[src/design/ppe_pkg.sv]
`timescale 1ns / 1ps
// ----------------------------------------------------------------------------
// ppe_pkg: shared types, constants and microcode for the peak prominence engine
// Holds the datapath control and status bundles and the sequencer program.
// ----------------------------------------------------------------------------
package ppe_pkg;

	localparam int SAMPLE_W        = 32;
	localparam int IDX_W           = 7;
	localparam int PPE_MAX_SAMPLES = 128;
	localparam int RESULT_CAP      = 64;
	localparam int RES_CNT_W       = $clog2(RESULT_CAP + 1);
	localparam logic signed [SAMPLE_W-1:0] THR_RESET = {1'b1, {(SAMPLE_W-1){1'b0}}};

	localparam int STEP_W = 5;
	typedef logic [STEP_W-1:0] step_t;

	// program step addresses
	localparam step_t ST_IDLE    = 5'd0;
	localparam step_t ST_CHK     = 5'd1;
	localparam step_t ST_RB      = 5'd2;
	localparam step_t ST_RC      = 5'd3;
	localparam step_t ST_TEST    = 5'd4;
	localparam step_t ST_LW_RD   = 5'd5;
	localparam step_t ST_LW_TST  = 5'd6;
	localparam step_t ST_LM_NXT  = 5'd7;
	localparam step_t ST_LM_RD   = 5'd8;
	localparam step_t ST_LM_MIN  = 5'd9;
	localparam step_t ST_RW_INIT = 5'd10;
	localparam step_t ST_RW_CHK  = 5'd11;
	localparam step_t ST_RW_TST  = 5'd12;
	localparam step_t ST_PK      = 5'd13;
	localparam step_t ST_PUSH    = 5'd14;
	localparam step_t ST_CAP     = 5'd15;
	localparam step_t ST_NEXT    = 5'd16;
	localparam step_t ST_FIN     = 5'd17;
	localparam step_t ST_DONE    = 5'd18;

	typedef enum logic [1:0] {
		A_IM1,
		A_I,
		A_IP1,
		A_J
	} addr_sel_t;

	typedef enum logic [3:0] {
		OP_NOP,
		OP_LOAD,
		OP_LATCH_A,
		OP_LATCH_B,
		OP_JINIT_L,
		OP_LWALK,
		OP_JINC,
		OP_LMIN,
		OP_RINIT,
		OP_RSTEP,
		OP_REF,
		OP_PUSH,
		OP_NEXT,
		OP_FIN
	} op_t;

	typedef enum logic [3:0] {
		C_NEVER,
		C_ALWAYS,
		C_NOT_START,
		C_I_END,
		C_NOT_PEAK,
		C_LW_MORE,
		C_J1_EQ_I,
		C_J_END,
		C_RW_MORE,
		C_PUSH_WAIT,
		C_OUT_BUSY,
		C_CAP
	} cond_t;

	typedef struct packed {
		addr_sel_t addr_sel;
		op_t       op;
		cond_t     cond;
		step_t     target;
	} ucode_t;

	typedef struct packed {
		addr_sel_t addr_sel;
		op_t       op;
		logic      jump;
	} ctrl_t;

	typedef struct packed {
		logic not_start;
		logic i_end;
		logic not_peak;
		logic lw_more;
		logic j1_eq_i;
		logic j_end;
		logic rw_more;
		logic push_wait;
		logic out_busy;
		logic cap;
	} status_t;

	// control store: jump to target when cond holds, else fall through
	function automatic ucode_t ucode(input step_t step);
		ucode_t cw;
		cw = '{addr_sel: A_J, op: OP_NOP, cond: C_ALWAYS, target: ST_IDLE};
		unique case (step)
			ST_IDLE:    cw = '{addr_sel: A_J,   op: OP_LOAD,    cond: C_NOT_START, target: ST_IDLE};
			ST_CHK:     cw = '{addr_sel: A_IM1, op: OP_NOP,     cond: C_I_END,     target: ST_FIN};
			ST_RB:      cw = '{addr_sel: A_I,   op: OP_LATCH_A, cond: C_NEVER,     target: ST_IDLE};
			ST_RC:      cw = '{addr_sel: A_IP1, op: OP_LATCH_B, cond: C_NEVER,     target: ST_IDLE};
			ST_TEST:    cw = '{addr_sel: A_J,   op: OP_JINIT_L, cond: C_NOT_PEAK,  target: ST_NEXT};
			ST_LW_RD:   cw = '{addr_sel: A_J,   op: OP_NOP,     cond: C_NEVER,     target: ST_IDLE};
			ST_LW_TST:  cw = '{addr_sel: A_J,   op: OP_LWALK,   cond: C_LW_MORE,   target: ST_LW_RD};
			ST_LM_NXT:  cw = '{addr_sel: A_J,   op: OP_JINC,    cond: C_J1_EQ_I,   target: ST_RW_INIT};
			ST_LM_RD:   cw = '{addr_sel: A_J,   op: OP_NOP,     cond: C_NEVER,     target: ST_IDLE};
			ST_LM_MIN:  cw = '{addr_sel: A_J,   op: OP_LMIN,    cond: C_ALWAYS,    target: ST_LM_NXT};
			ST_RW_INIT: cw = '{addr_sel: A_J,   op: OP_RINIT,   cond: C_NEVER,     target: ST_IDLE};
			ST_RW_CHK:  cw = '{addr_sel: A_J,   op: OP_NOP,     cond: C_J_END,     target: ST_PK};
			ST_RW_TST:  cw = '{addr_sel: A_J,   op: OP_RSTEP,   cond: C_RW_MORE,   target: ST_RW_CHK};
			ST_PK:      cw = '{addr_sel: A_J,   op: OP_REF,     cond: C_NEVER,     target: ST_IDLE};
			ST_PUSH:    cw = '{addr_sel: A_J,   op: OP_PUSH,    cond: C_PUSH_WAIT, target: ST_PUSH};
			ST_CAP:     cw = '{addr_sel: A_J,   op: OP_NOP,     cond: C_CAP,       target: ST_FIN};
			ST_NEXT:    cw = '{addr_sel: A_J,   op: OP_NEXT,    cond: C_ALWAYS,    target: ST_CHK};
			ST_FIN:     cw = '{addr_sel: A_J,   op: OP_FIN,     cond: C_OUT_BUSY,  target: ST_FIN};
			ST_DONE:    cw = '{addr_sel: A_J,   op: OP_NOP,     cond: C_ALWAYS,    target: ST_IDLE};
			default:    cw = '{addr_sel: A_J,   op: OP_NOP,     cond: C_ALWAYS,    target: ST_IDLE};
		endcase
		return cw;
	endfunction

endpackage

[src/design/ppe_seq.sv]
`timescale 1ns / 1ps
// ----------------------------------------------------------------------------
// ppe_seq: microcode sequencer
// Step counter over the control store with conditional jumps on datapath flags.
// ----------------------------------------------------------------------------
module ppe_seq
	import ppe_pkg::*;
(
	input  logic    clk,
	input  logic    arst_n,
	input  status_t status,
	output ctrl_t   ctrl
);

	step_t  step_q;
	ucode_t cw;
	logic   jump;

	assign cw = ucode(step_q);

	always_comb begin
		unique case (cw.cond)
			C_NEVER:     jump = 1'b0;
			C_ALWAYS:    jump = 1'b1;
			C_NOT_START: jump = status.not_start;
			C_I_END:     jump = status.i_end;
			C_NOT_PEAK:  jump = status.not_peak;
			C_LW_MORE:   jump = status.lw_more;
			C_J1_EQ_I:   jump = status.j1_eq_i;
			C_J_END:     jump = status.j_end;
			C_RW_MORE:   jump = status.rw_more;
			C_PUSH_WAIT: jump = status.push_wait;
			C_OUT_BUSY:  jump = status.out_busy;
			C_CAP:       jump = status.cap;
			default:     jump = 1'b0;
		endcase
	end

	always_ff @(posedge clk or negedge arst_n) begin
		if (!arst_n) begin
			step_q <= ST_IDLE;
		end else if (jump) begin
			step_q <= cw.target;
		end else begin
			step_q <= STEP_W'(step_q + 1'b1);
		end
	end

	assign ctrl = '{addr_sel: cw.addr_sel, op: cw.op, jump: jump};

endmodule

[config.mk]
export PLATFORM = sky130hd
export DESIGN_NAME = ppe_seq
export DESIGN_NICKNAME = d
export VERILOG_FILES = /design/src/design/ppe_pkg.sv /design/src/design/ppe_seq.sv
export SDC_FILE = /design/constraint.sdc
export NUM_CORES = 1
export LEC_CHECK = 0
export ABC_AREA = 1
export CAP_MARGIN = 0
export CORE_ASPECT_RATIO = 0.9
export CORE_UTILIZATION = 59
export CTS_CLUSTER_SIZE = 25
export DETAILED_ROUTE_END_ITERATION = 8
export DONT_BUFFER_PORTS = 1
export MAX_ROUTING_LAYER = met4
export PLACE_DENSITY_LB_ADDON = 0.3
export SLEW_MARGIN = 10
export SYNTH_ARGS = -nofsm -noshare
export SYNTH_HDL_FRONTEND = slang
export SYNTH_SLANG_ARGS = --single-unit
[constraint.sdc]
create_clock -name clk -period 6.3 [get_ports clk]
set_clock_uncertainty 0.2 [all_clocks]
set_input_delay 1.26 -clock clk [delete_from_list [all_inputs] [get_ports clk]]
set_output_delay 1.26 -clock clk [all_outputs]
set_load 0.01 [all_outputs]
# After elaboration in Yosys (flattened, before gate mapping)
# Memory sizes are Yosys's and may differ from the RTL's.
# Index checks and enable logic that the tools add are counted.
[totals] rom_bits=480 output_inout_bits=7 input_bits=12 register_bits=5 mem_count=1 elab_cells=16
[memory_table] memory="(name not given)" words=32 width=15 rd=1 rd_ports_with_merged_regs=0 write_ports=0 line_no="ppe_pkg.sv:108" source="unique case (step)"
[classes] n_eq_ne=11 mux=2 addsub=1
[op_table] operator="$eq 4x3->1 const B" n=4
[op_table] operator="$eq 4x4->1 const B" n=4
[op_table] operator="$pmux 1 s11" n=1
[op_table] operator="$eq 4x2->1 const B" n=2
[op_table] operator="$add 5x1->5 const B" n=1
[op_table] operator="$mux 5" n=1
[op_table] operator="$eq 4x1->1 const B" n=1

# Longest topological paths before layout
# Gate-level depths: netlist (run 1).
# An unclocked memory read counts as a cell.
[logic_depth] depth_word=4 ltp_mapped=15 mapped_depth_nobuf=14

# Least setup slack after synthesis (run 1)
# Ideal clock, no wire load.
[synth_timing] path_type="input-to-output" start="in status[1] (netlist bit)" end="out ctrl[0] (netlist bit)" path_slack_ns=2.961 t_arrival_ns=1.879 cell_stages=6 required_ns=4.840 path_buffers=2 cell_sequence="nand4_1 nand2_1 nor2_2 nand3_2 buf_6 buf_4"
[synth_via] elab_chain_cells=1
[synth_lines] item="from (decl)" line_no="ppe_seq.sv:11" source="input status_t status,"
[synth_lines] item="$pmux 1 s11" line_no="ppe_seq.sv:22" source="unique case (cw.cond)"
[synth_lines] item="to (decl)" line_no="ppe_seq.sv:12" source="output ctrl_t ctrl"
# Every way passes these cells.

==> impl_results.md, run 1 <==
- Status: complete, but fails checks
- Failing checks: DRC
- CTS Sinks: 5
- Cell Rows: 13
- Antenna-violating nets left: 0
- Die width: 43.8 um
- Most frequent cells in the layout: nand2_1, nor2_1, nand3_1, nand4_1
- Routed WL per cell: 14.9 um
- Ys async rst share: 100%
- Synthesized area: 926 um^2
- Syn Inst Count: 134
- Placed instance area: 887 um^2
- Largest register FFs: 5
- Initial antenna violation count: 0
- Max Slew Vio Count: 0
- Reg with most FFs: step_q
- Sequential area share after synthesis: 13.5%
- Fin crit period: 3640 ps
- Sum Neg Setup Slack: 0 ps
- Startpoint type of the worst setup path: flip-flop
- Remaining DRCs: 1
- Post-CTS Setup Repair Bufs: 0
- Worst-path clk slew: 40 ps
- Most used DFF post-synth: dfrtp_1
- Area Growth Syn to Fin: -1.35%
- Count of hold-fix buffers inserted at cts: 0
- CP Max Fanout: 13
- Final Cycle Share: 57.7%
- Inserted Clock Buffers: 3
- Clk Latency, worst-skew pair: 240 ps
- Leakage: 0.438 nW
- Vias per std cell: 6.28
- Cell variety after synth: 29
- CP endpoint kind: output pin
- GRT Overall Usage: 26.2%
- Most common cell after layout, fill and taps aside: nand2_1
- CTS tree: done
- Final hold violation count: 0
- Final instance area: 913 um^2
- Synth warnings: 0
- Largest regs: step_q x5
- FF+latch count, synth: 5
- Total Wirelength: 2190 um
- Vias in the first global route: 717
- Cell area power density: 591 nW/um^2
- Post-DP HPWL: 1760 um
- Pin count of the biggest net entering global routing: 15
- Overall power: 0.000540 W
- Worst slew margin: 66.0%
- Gr ovfl total: 0
- RSZ-0062 raised after global routing: no
- Synthesized Nets: 154
- Routed via count: 923
- Core Footprint: 1450 um^2
- Synthesized area per cell: 6.91 um^2
- Worst EP arrival: 2180 ps
- Kind of critical path: reg -> out
- First-pass GRT wire length: 3200 um
- Root buf cell: clkbuf_4
- Max cap viols: 0
- Finish-stage setup viols: 0
- Nets: 153
- Antenna Cells: 0
- Fillers: 123
- Share of cells above drive strength 1: 28.0%
- Placer Congestion: 0.923
- First drt pass iteration count: 6
- Total die area: 1730 um^2
- Least-Margin Pin Slew: 510 ps
- DRT iter0 DRCs: 70
- Post-CTS resize count: 0
- Initial core utilization: 64.0%
- CTS max path bufs: 2
- Maximum vdd drop: 0.437 mV
- Die height: 39.6 um
- Io pins: 19
- H-tree depth: 1
- Input/output buffers: 0
- Post-synth EDFFs: 0
- Worst EP required: 4840 ps
- Max Clk Rate: 275 MHz
- Worst Hold Class: in -> async
==> per-stage QoR <==
stage	hold slack, ps	std cells	setup slack (ps)	util (%)
finish	517	147	2660	63.1
CTS	507	147	2670	63.1
global route	502	147	2540	63.1
detailed placement	532	143	2940	61.3
floorplan	461	134	2960	-
global placement	536	143	3010	61.3
==> worst max-delay path, stage by stage (launching register included) <==
cell and delay (ps):
dfrtp_1 630, inv_2 130, ha_1 240, or2_0 230
nand3_2 80, nor2_2 70, nand4_1 90, nand2_1 70
nor2_2 130, nand3_2 260
==> cells in the mapped netlist, types with 5 or more instances <==
master   count  area share, %
dfrtp_1      5             14
ha_1         8             11
inv_1        8            3.2
inv_2        5            2.0
nand2_1     24            9.7
nand2_2      7            4.7
nand3_1      9            4.9
nand3_2      7            7.6
nand4_1      9            6.1
nor2_1      11            4.5
nor2_2       6            4.1
o21ai_0      5            2.7
==> cell families after synthesis <==
| family | synth area share [%] |
|---|---|
| adders and majority gates | 10.8 |
| and+or+nand+nor | 44.6 |
| buffers and inverters | 12.2 |
| DFF | 13.5 |
| AOI/OAI and AO/OA | 17.0 |
| xor gates and xnor gates | 1.89 |
==> layout make-up <==
type                            instances  area (um^2)  share of cell area [%]
Clock buffer                            4         26.3                    2.88
Sequential cell                         5          125                    13.7
Tap cell                               15         18.8                    2.05
Multi-Input combinational cell        109          688                    75.3
Inverter                               14         55.1                    6.03
==> per-layer routing <==
metal | track usage, % | wire, um | vias to the layer above
met1 | 36.8 | 921 | 429
met4 | 10.9 | 17 | 0
met2 | 38.8 | 1080 | 42
met3 | 1.84 | 172 | 2
met5 | - | 0 | -
li1 | - | - | 450
==> final timing paths <==
path                                     start               endpoint  slack [ps]  cells after the start
hold reg to reg            step_q[4]$_DFF_PN0_    step_q[2]$_DFF_PN0_         550                      3
hold / removal                          arst_n    step_q[4]$_DFF_PN0_         520                      0
min in group clk           step_q[4]$_DFF_PN0_    step_q[2]$_DFF_PN0_         550                      3
setup / recovery           step_q[2]$_DFF_PN0_                ctrl[0]        2660                      9
setup reg to reg           step_q[2]$_DFF_PN0_  step_q[0]$_DFFE_PN0P_        3790                     11
max in group asynchronous               arst_n  step_q[0]$_DFFE_PN0P_        5320                      0
==> power by group <==
part	total [W]	internal [W]	switching, W
registers	0.0000837	0.0000470	0.0000366
logic	0.000421	0.000133	0.000288
clock network	0.0000355	0.0000238	0.0000117
total	0.000540	0.000204	0.000336
Power figures use the tool's default switching activity.
==> run 2, diff against run 1 <==
--- a/config.mk
+++ b/config.mk
@@ -8,7 +8,7 @@
 export ABC_AREA = 1
 export CAP_MARGIN = 0
 export CORE_ASPECT_RATIO = 0.9
-export CORE_UTILIZATION = 59
+export CORE_UTILIZATION = 56
 export CTS_CLUSTER_SIZE = 25
 export DETAILED_ROUTE_END_ITERATION = 8
 export DONT_BUFFER_PORTS = 1
==> constraint.sdc (replaced) <==
create_clock -name clk -period 3.09 [get_ports clk]
set_clock_uncertainty 0.2 [all_clocks]
set_input_delay 0.618 -clock clk [delete_from_list [all_inputs] [get_ports clk]]
set_output_delay 0.618 -clock clk [all_outputs]
set_load 0.01 [all_outputs]
==> impl_results.md, run 2 (same netlist as run 1, synthesis figures left out) <==
- Final hold violation count: 0 (unchanged)
- Reg with most FFs: step_q (unchanged)
- Routed via count: 912 (was 923)
- Max cap viols: 0 (unchanged)
- RSZ-0062 raised after global routing: no (unchanged)
- Sw Share: 61.8% (was 62.2%)
- H-tree depth: 1 (unchanged)
- Worst slew margin: 67.8% (was 66.0%)
- Least-Margin Pin Slew: 482 ps (was 510 ps)
- Sequential Power Share: 15.1% (was 15.5%)
- Input/output buffers: 0 (unchanged)
- Vias in the first global route: 711 (was 717)
- CP Max Fanout: 11 (was 13)
- Sum Neg Setup Slack: 0 ps (unchanged)
- Cell area power density: 1190 nW/um^2 (was 591 nW/um^2)
- Inserted Clock Buffers: 3 (unchanged)
- Total Wirelength: 2130 um (was 2190 um)
- Startpoint type of the worst setup path: flip-flop (unchanged)
- Final worst slack: 173 ps (was 2660 ps)
- Most frequent cells in the layout: nand2_1, nor2_1, nand3_1, nand4_1 (unchanged)
- Leakage: 0.444 nW (was 0.438 nW)
- Post-CTS Setup Repair Bufs: 0 (unchanged)
- Kind of critical path: reg -> out (unchanged)
- GR met1 Demand/Resource: 38.1% (was 36.8%)
- Routed WL per cell: 13.7 um (was 14.9 um)
- Final Cycle Share: 94.4%
- Total die area: 1820 um^2 (was 1730 um^2)
- Met3 GRT Util: 2.25% (was 1.84%)
- Post-Place Worst Slack: 370 ps (was 2940 ps)
- Status: completed (was complete, but fails checks)
- Placer Congestion: 0.931 (was 0.923)
- Largest register FFs: 5 (unchanged)
- Hold WS: 463 ps (was 517 ps)
- First-pass GRT wire length: 3260 um (was 3200 um)
- Maximum vdd drop: 0.735 mV (was 0.437 mV)
- Vias per std cell: 5.88 (was 6.28)
- Fin crit period: 2920 ps
- Psw: 0.000696 W (was 0.000336 W)
- Max Slew Vio Count: 0 (unchanged)
- Root buf cell: clkbuf_4 (unchanged)
- CTS max path bufs: 2 (unchanged)
- Critical-path top delay cell: dfrtp_2 (was dfrtp_1)
- Delay-heaviest family, CP: simple AND/OR/NAND/NOR gates (unchanged)
- Max Clk Rate: 343 MHz
- Initial core utilization: 61.9% (was 64.0%)
- Antenna Cells: 0 (unchanged)
- Initial antenna violation count: 0 (unchanged)
- Die width: 44.9 um (was 43.8 um)
- CTS tree: done (unchanged)
- Post-DP HPWL: 1660 um (was 1760 um)
- Combinational Power Share: 78.1% (was 77.9%)
- Pin count of the biggest net entering global routing: 15 (unchanged)
- DRT iter0 DRCs: 71 (was 70)
- Crit path cell chain: ha_1 -> ha_1 -> or2_0 -> nand3_2 -> nor2_2 -> nand4_1 -> nand2_1 -> nor2_2 -> nand3_4 (was inv_2 -> ha_1 -> or2_0 -> nand3_2 -> nor2_2 -> nand4_1 -> nand2_1 -> nor2_2 -> nand3_2)
- Core Footprint: 1500 um^2 (was 1450 um^2)
- Worst-path clk slew: 50 ps (was 40 ps)
- CTS Sinks: 5 (unchanged)
- Max incr delay on CP: 450 ps (was 630 ps)
- First drt pass iteration count: 4 (was 6)
- Antenna-violating nets left: 0 (unchanged)
- Top Usage Layer GRT: met1 (was met2)
- Area Growth Syn to Fin: 1.89% (was -1.35%)
- Clk Latency, worst-skew pair: 250 ps (was 240 ps)
- Nets: 154 (was 153)
- Die height: 40.6 um (was 39.6 um)
- CP endpoint kind: output pin (unchanged)
- Worst EP required: 2270 ps (was 4840 ps)
- Largest regs: step_q x5 (unchanged)
- Remaining DRCs: 0 (was 1)
- Int Power: 0.000429 W (was 0.000204 W)
- Cell Rows: 13 (unchanged)
- Clock power share: 6.8% (was 6.6%)
- Share of cells above drive strength 1: 30.1% (was 28.0%)
- Worst EP arrival: 2100 ps (was 2180 ps)
- Most common cell after layout, fill and taps aside: nand2_1 (unchanged)
- Finish-stage setup viols: 0 (unchanged)
- Worst Hold Class: in -> async (unchanged)
- Gr ovfl total: 0 (unchanged)
- Critical path buffers and inverters: 0 (was 1)
- Io pins: 19 (unchanged)
- GRT Overall Usage: 26.3% (was 26.2%)
- Met2 Use GR: 37.9% (was 38.8%)
run 2: metal layers:
metal	up-vias	routed length, um	part of all wire (%)
li1	448	-	-
met1	406	972	46
met2	56	965	45
met3	2	173	8.1
met4	0	18	0.85
met5	-	0	0
run 2: area by class of cell:
type | instances | area (um^2)
sequential | 5 | 128
clock inverter | 1 | 5.00
multi-input combinational | 109 | 696
timing repair buffer | 1 | 10.0
tap | 22 | 27.5
clock buffer | 3 | 22.5
inverter | 14 | 55.1
fill | 146 | 553
run 2: path summary, 6_finish.rpt:
check                                            from               endpoint  slack, ps  cells past startpoint
worst min register to register    step_q[4]$_DFF_PN0_    step_q[2]$_DFF_PN0_        540                      3
worst max register to register  step_q[0]$_DFFE_PN0P_  step_q[0]$_DFFE_PN0P_        720                     11
max in group asynchronous                      arst_n  step_q[0]$_DFFE_PN0P_       2020                      1
worst max-delay path            step_q[0]$_DFFE_PN0P_                ctrl[0]        170                      9
worst min-delay path                           arst_n    step_q[3]$_DFF_PN0_        460                      1
min in group clk                  step_q[4]$_DFF_PN0_    step_q[2]$_DFF_PN0_        540                      3
run 2: repair_timing:
action | 4_1_cts | 5_1_grt
endpoints found under the hold margin | 5 | 0
hold buffers | 1 | 0
setup endpoints to repair | 0 | 1
resized for setup | 0 | 3
run 2: through the flow:
stage	utilization (%)	cell area [um^2]	cells	power, W
detailed placement	59.9	896	150	0.00101
floorplan	-	926	134	0.000951
CTS	62.4	933	155	0.00109
global route	63.0	943	155	0.00124
global placement	59.9	896	150	0.00100
finish	63.0	943	155	0.00113
run 2: power by group through the flow:
stage	clock network [W]	registers, W	logic, W
3_5_place_dp	0	0.000166	0.000841
3_3_place_gp	0	0.000162	0.000840
6_report	0.0000763	0.000170	0.000880
2_1_floorplan	0	0.000129	0.000821
5_1_grt	0.0000863	0.000179	0.000975
4_1_cts	0.0000797	0.000165	0.000846
==> run 3, diff against run 2 <==
--- a/config.mk
+++ b/config.mk
@@ -7,8 +7,10 @@
 export LEC_CHECK = 0
 export ABC_AREA = 1
 export CAP_MARGIN = 0
+export CELL_PAD_IN_SITES_DETAIL_PLACEMENT = 1
+export CELL_PAD_IN_SITES_GLOBAL_PLACEMENT = 2
 export CORE_ASPECT_RATIO = 0.9
-export CORE_UTILIZATION = 56
+export CORE_UTILIZATION = 30
 export CTS_CLUSTER_SIZE = 25
 export DETAILED_ROUTE_END_ITERATION = 8
 export DONT_BUFFER_PORTS = 1
==> impl_results.md, run 3 (same netlist as run 1, synthesis figures left out) <==
- Status: completed (unchanged)
- Reg with most FFs: step_q (unchanged)
- Post-CTS Setup Repair Bufs: 0 (unchanged)
- CP Max Fanout: 7 (was 11)
- Remaining DRCs: 0 (unchanged)
- Antenna Cells: 0 (unchanged)
- Final Cycle Share: 93.6% (was 94.4%)
- Total Wirelength: 2590 um (was 2130 um)
- Leakage: 0.446 nW (was 0.444 nW)
- GRT Overall Usage: 18.1% (was 26.3%)
- Vias in the first global route: 856 (was 711)
- Reg2reg path depth: 12 (was 11)
- Routed via count: 922 (was 912)
- Antenna-violating nets left: 0 (unchanged)
- RSZ-0062 raised after global routing: no (unchanged)
- Overall power: 0.00115 W (was 0.00113 W)
- CTS max path bufs: 2 (unchanged)
- Worst Hold Class: in -> async (unchanged)
- Final hold violation count: 0 (unchanged)
- Vias per std cell: 5.30 (was 5.88)
- Final instance area: 963 um^2 (was 943 um^2)
- H-tree depth: 1 (unchanged)
- Register area: 126 um^2 (was 128 um^2)
- Worst EP required: 2270 ps (about the same)
- Finish-stage setup viols: 0 (unchanged)
- CP endpoint kind: output pin (unchanged)
- Crit path cell chain: inv_1 -> ha_1 -> nand2_1 -> nor2_4 -> nor2_1 -> nor2_2 -> nand4_1 -> nand2_1 -> nor2_2 -> nand3_2 (was ha_1 -> ha_1 -> or2_0 -> nand3_2 -> nor2_2 -> nand4_1 -> nand2_1 -> nor2_2 -> nand3_4)
- Largest regs: step_q x5 (unchanged)
- Maximum vdd drop: 0.645 mV (was 0.735 mV)
- Sum Neg Setup Slack: 0 ps (unchanged)
- Largest register FFs: 5 (unchanged)
- Routed WL per cell: 14.9 um (was 13.7 um)
- FF-to-FF End: step_q[0]$_DFFE_PN0P_ (unchanged)
- Input/output buffers: 0 (unchanged)
- Worst-path clk slew: 40 ps (was 50 ps)
- First-pass GRT wire length: 4150 um (was 3260 um)
- Clk Latency, worst-skew pair: 250 ps (about the same)
- Multi-input logic area: 688 um^2 (was 696 um^2)
- First drt pass iteration count: 4 (unchanged)
- Most common cell after layout, fill and taps aside: nand2_1 (unchanged)
- DRT iter0 DRCs: 19 (was 71)
- Inserted Clock Buffers: 3 (unchanged)
- Initial core utilization: 32.6% (was 61.9%)
- Nets: 155 (was 154)
- Root buf cell: clkbuf_4 (unchanged)
- Post-DP HPWL: 2130 um (was 1660 um)
- R2r startpoint: step_q[0]$_DFFE_PN0P_ (unchanged)
- Reg2reg setup slack: 590 ps (was 720 ps)
- Fin crit period: 2890 ps (was 2920 ps)
- Pin count of the biggest net entering global routing: 15 (unchanged)
- Gr ovfl total: 0 (unchanged)
- CTS Sinks: 5 (unchanged)
- CTS tree: done (unchanged)
- Share of cells above drive strength 1: 29.1% (was 30.1%)
- Max cap viols: 0 (unchanged)
- Core Footprint: 2840 um^2 (was 1500 um^2)
- Die width: 60.6 um (was 44.9 um)
- Placer Congestion: 0.936 (was 0.931)
- Kind of critical path: reg -> out (unchanged)
- Fillers: 382 (was 146)
- Worst EP arrival: 2070 ps (was 2100 ps)
- Placed instance area: 926 um^2 (was 896 um^2)
- Fin util: 34.0% (was 63.0%)
- Total die area: 3310 um^2 (was 1820 um^2)
- Max incr delay on CP: 460 ps (was 450 ps)
- Most frequent cells in the layout: nand2_1, nor2_1, nand3_1, nand4_1 (unchanged)
- Initial antenna violation count: 0 (unchanged)
- Startpoint type of the worst setup path: flip-flop (unchanged)
- Critical-path top delay cell: dfrtp_1 (was dfrtp_2)
- Cell area power density: 1200 nW/um^2 (was 1190 nW/um^2)
- Max Clk Rate: 346 MHz (was 343 MHz)
- Max Slew Vio Count: 0 (unchanged)
- Least-Margin Pin Slew: 486 ps (was 482 ps)
- Die height: 54.7 um (was 40.6 um)
- Worst slew margin: 67.6% (was 67.8%)
- Io pins: 19 (unchanged)
- Area Growth Syn to Fin: 4.05% (was 1.89%)
- Cell Rows: 18 (was 13)
==> run 3: layer usage <==
metal,vias up,GRT usage [%],routed length (um)
met3,5,1.42,116
met4,0,7.95,42
met5,-,-,0
li1,452,-,-
met1,439,27.1,1320
met2,26,24.4,1120
==> run 3: layout make-up <==
type | instances | area share (%)
flip-flops and latches | 5 | 13.1
clock buffers | 4 | 2.73
inverters | 14 | 5.71
multi-input cells | 109 | 71.4
well taps | 40 | 5.19
repair buffers | 2 | 1.82
==> run 3: critical path: cells and delay by family, from the launching register on <==
kind / cells / cell delay [ps]
fa+ha+maj: 1 / 240
flops: 1 / 460
simple gates: 8 / 960
buf+inv: 1 / 160
==> run 3: worst max path at each step <==
stage | startpoint | to | slack, ps | cells past startpoint
4_1_cts | step_q[2]$_DFF_PN0_ | ctrl[0] | 100 | 9
3_5_place_dp | step_q[2]$_DFF_PN0_ | ctrl[0] | 380 | 9
5_1_grt | step_q[0]$_DFFE_PN0P_ | ctrl[0] | 10 | 9
2_1_floorplan | step_q[0]$_DFFE_PN0P_ | ctrl[0] | 420 | 11
3_3_place_gp | step_q[2]$_DFF_PN0_ | ctrl[0] | 340 | 9
6_report | step_q[1]$_DFF_PN0_ | ctrl[0] | 200 | 10
==> run 3: what timing repair did <==
item                                    in CTS  in global routing
hold buffers                                 1                  0
gates resized for setup                      0                  1
endpoints found under the hold margin        5                  0
endpoints found under the setup margin       0                  1
==> run 3: where the power goes <==
part,switching [W],total [W],internal [W]
Sequential,0.0000765,0.000173,0.0000970
Clock,0.0000285,0.0000774,0.0000489
Combinational,0.000607,0.000904,0.000297
==> run 3: stage by stage <==
step | worst slack (ps) | instances | hold WS (ps)
floorplan | 418 | 134 | 122
global placement | 336 | 169 | 123
detailed placement | 375 | 169 | 123
CTS | 97.9 | 174 | 465
global route | 11.0 | 174 | 460
finish | 199 | 174 | 461
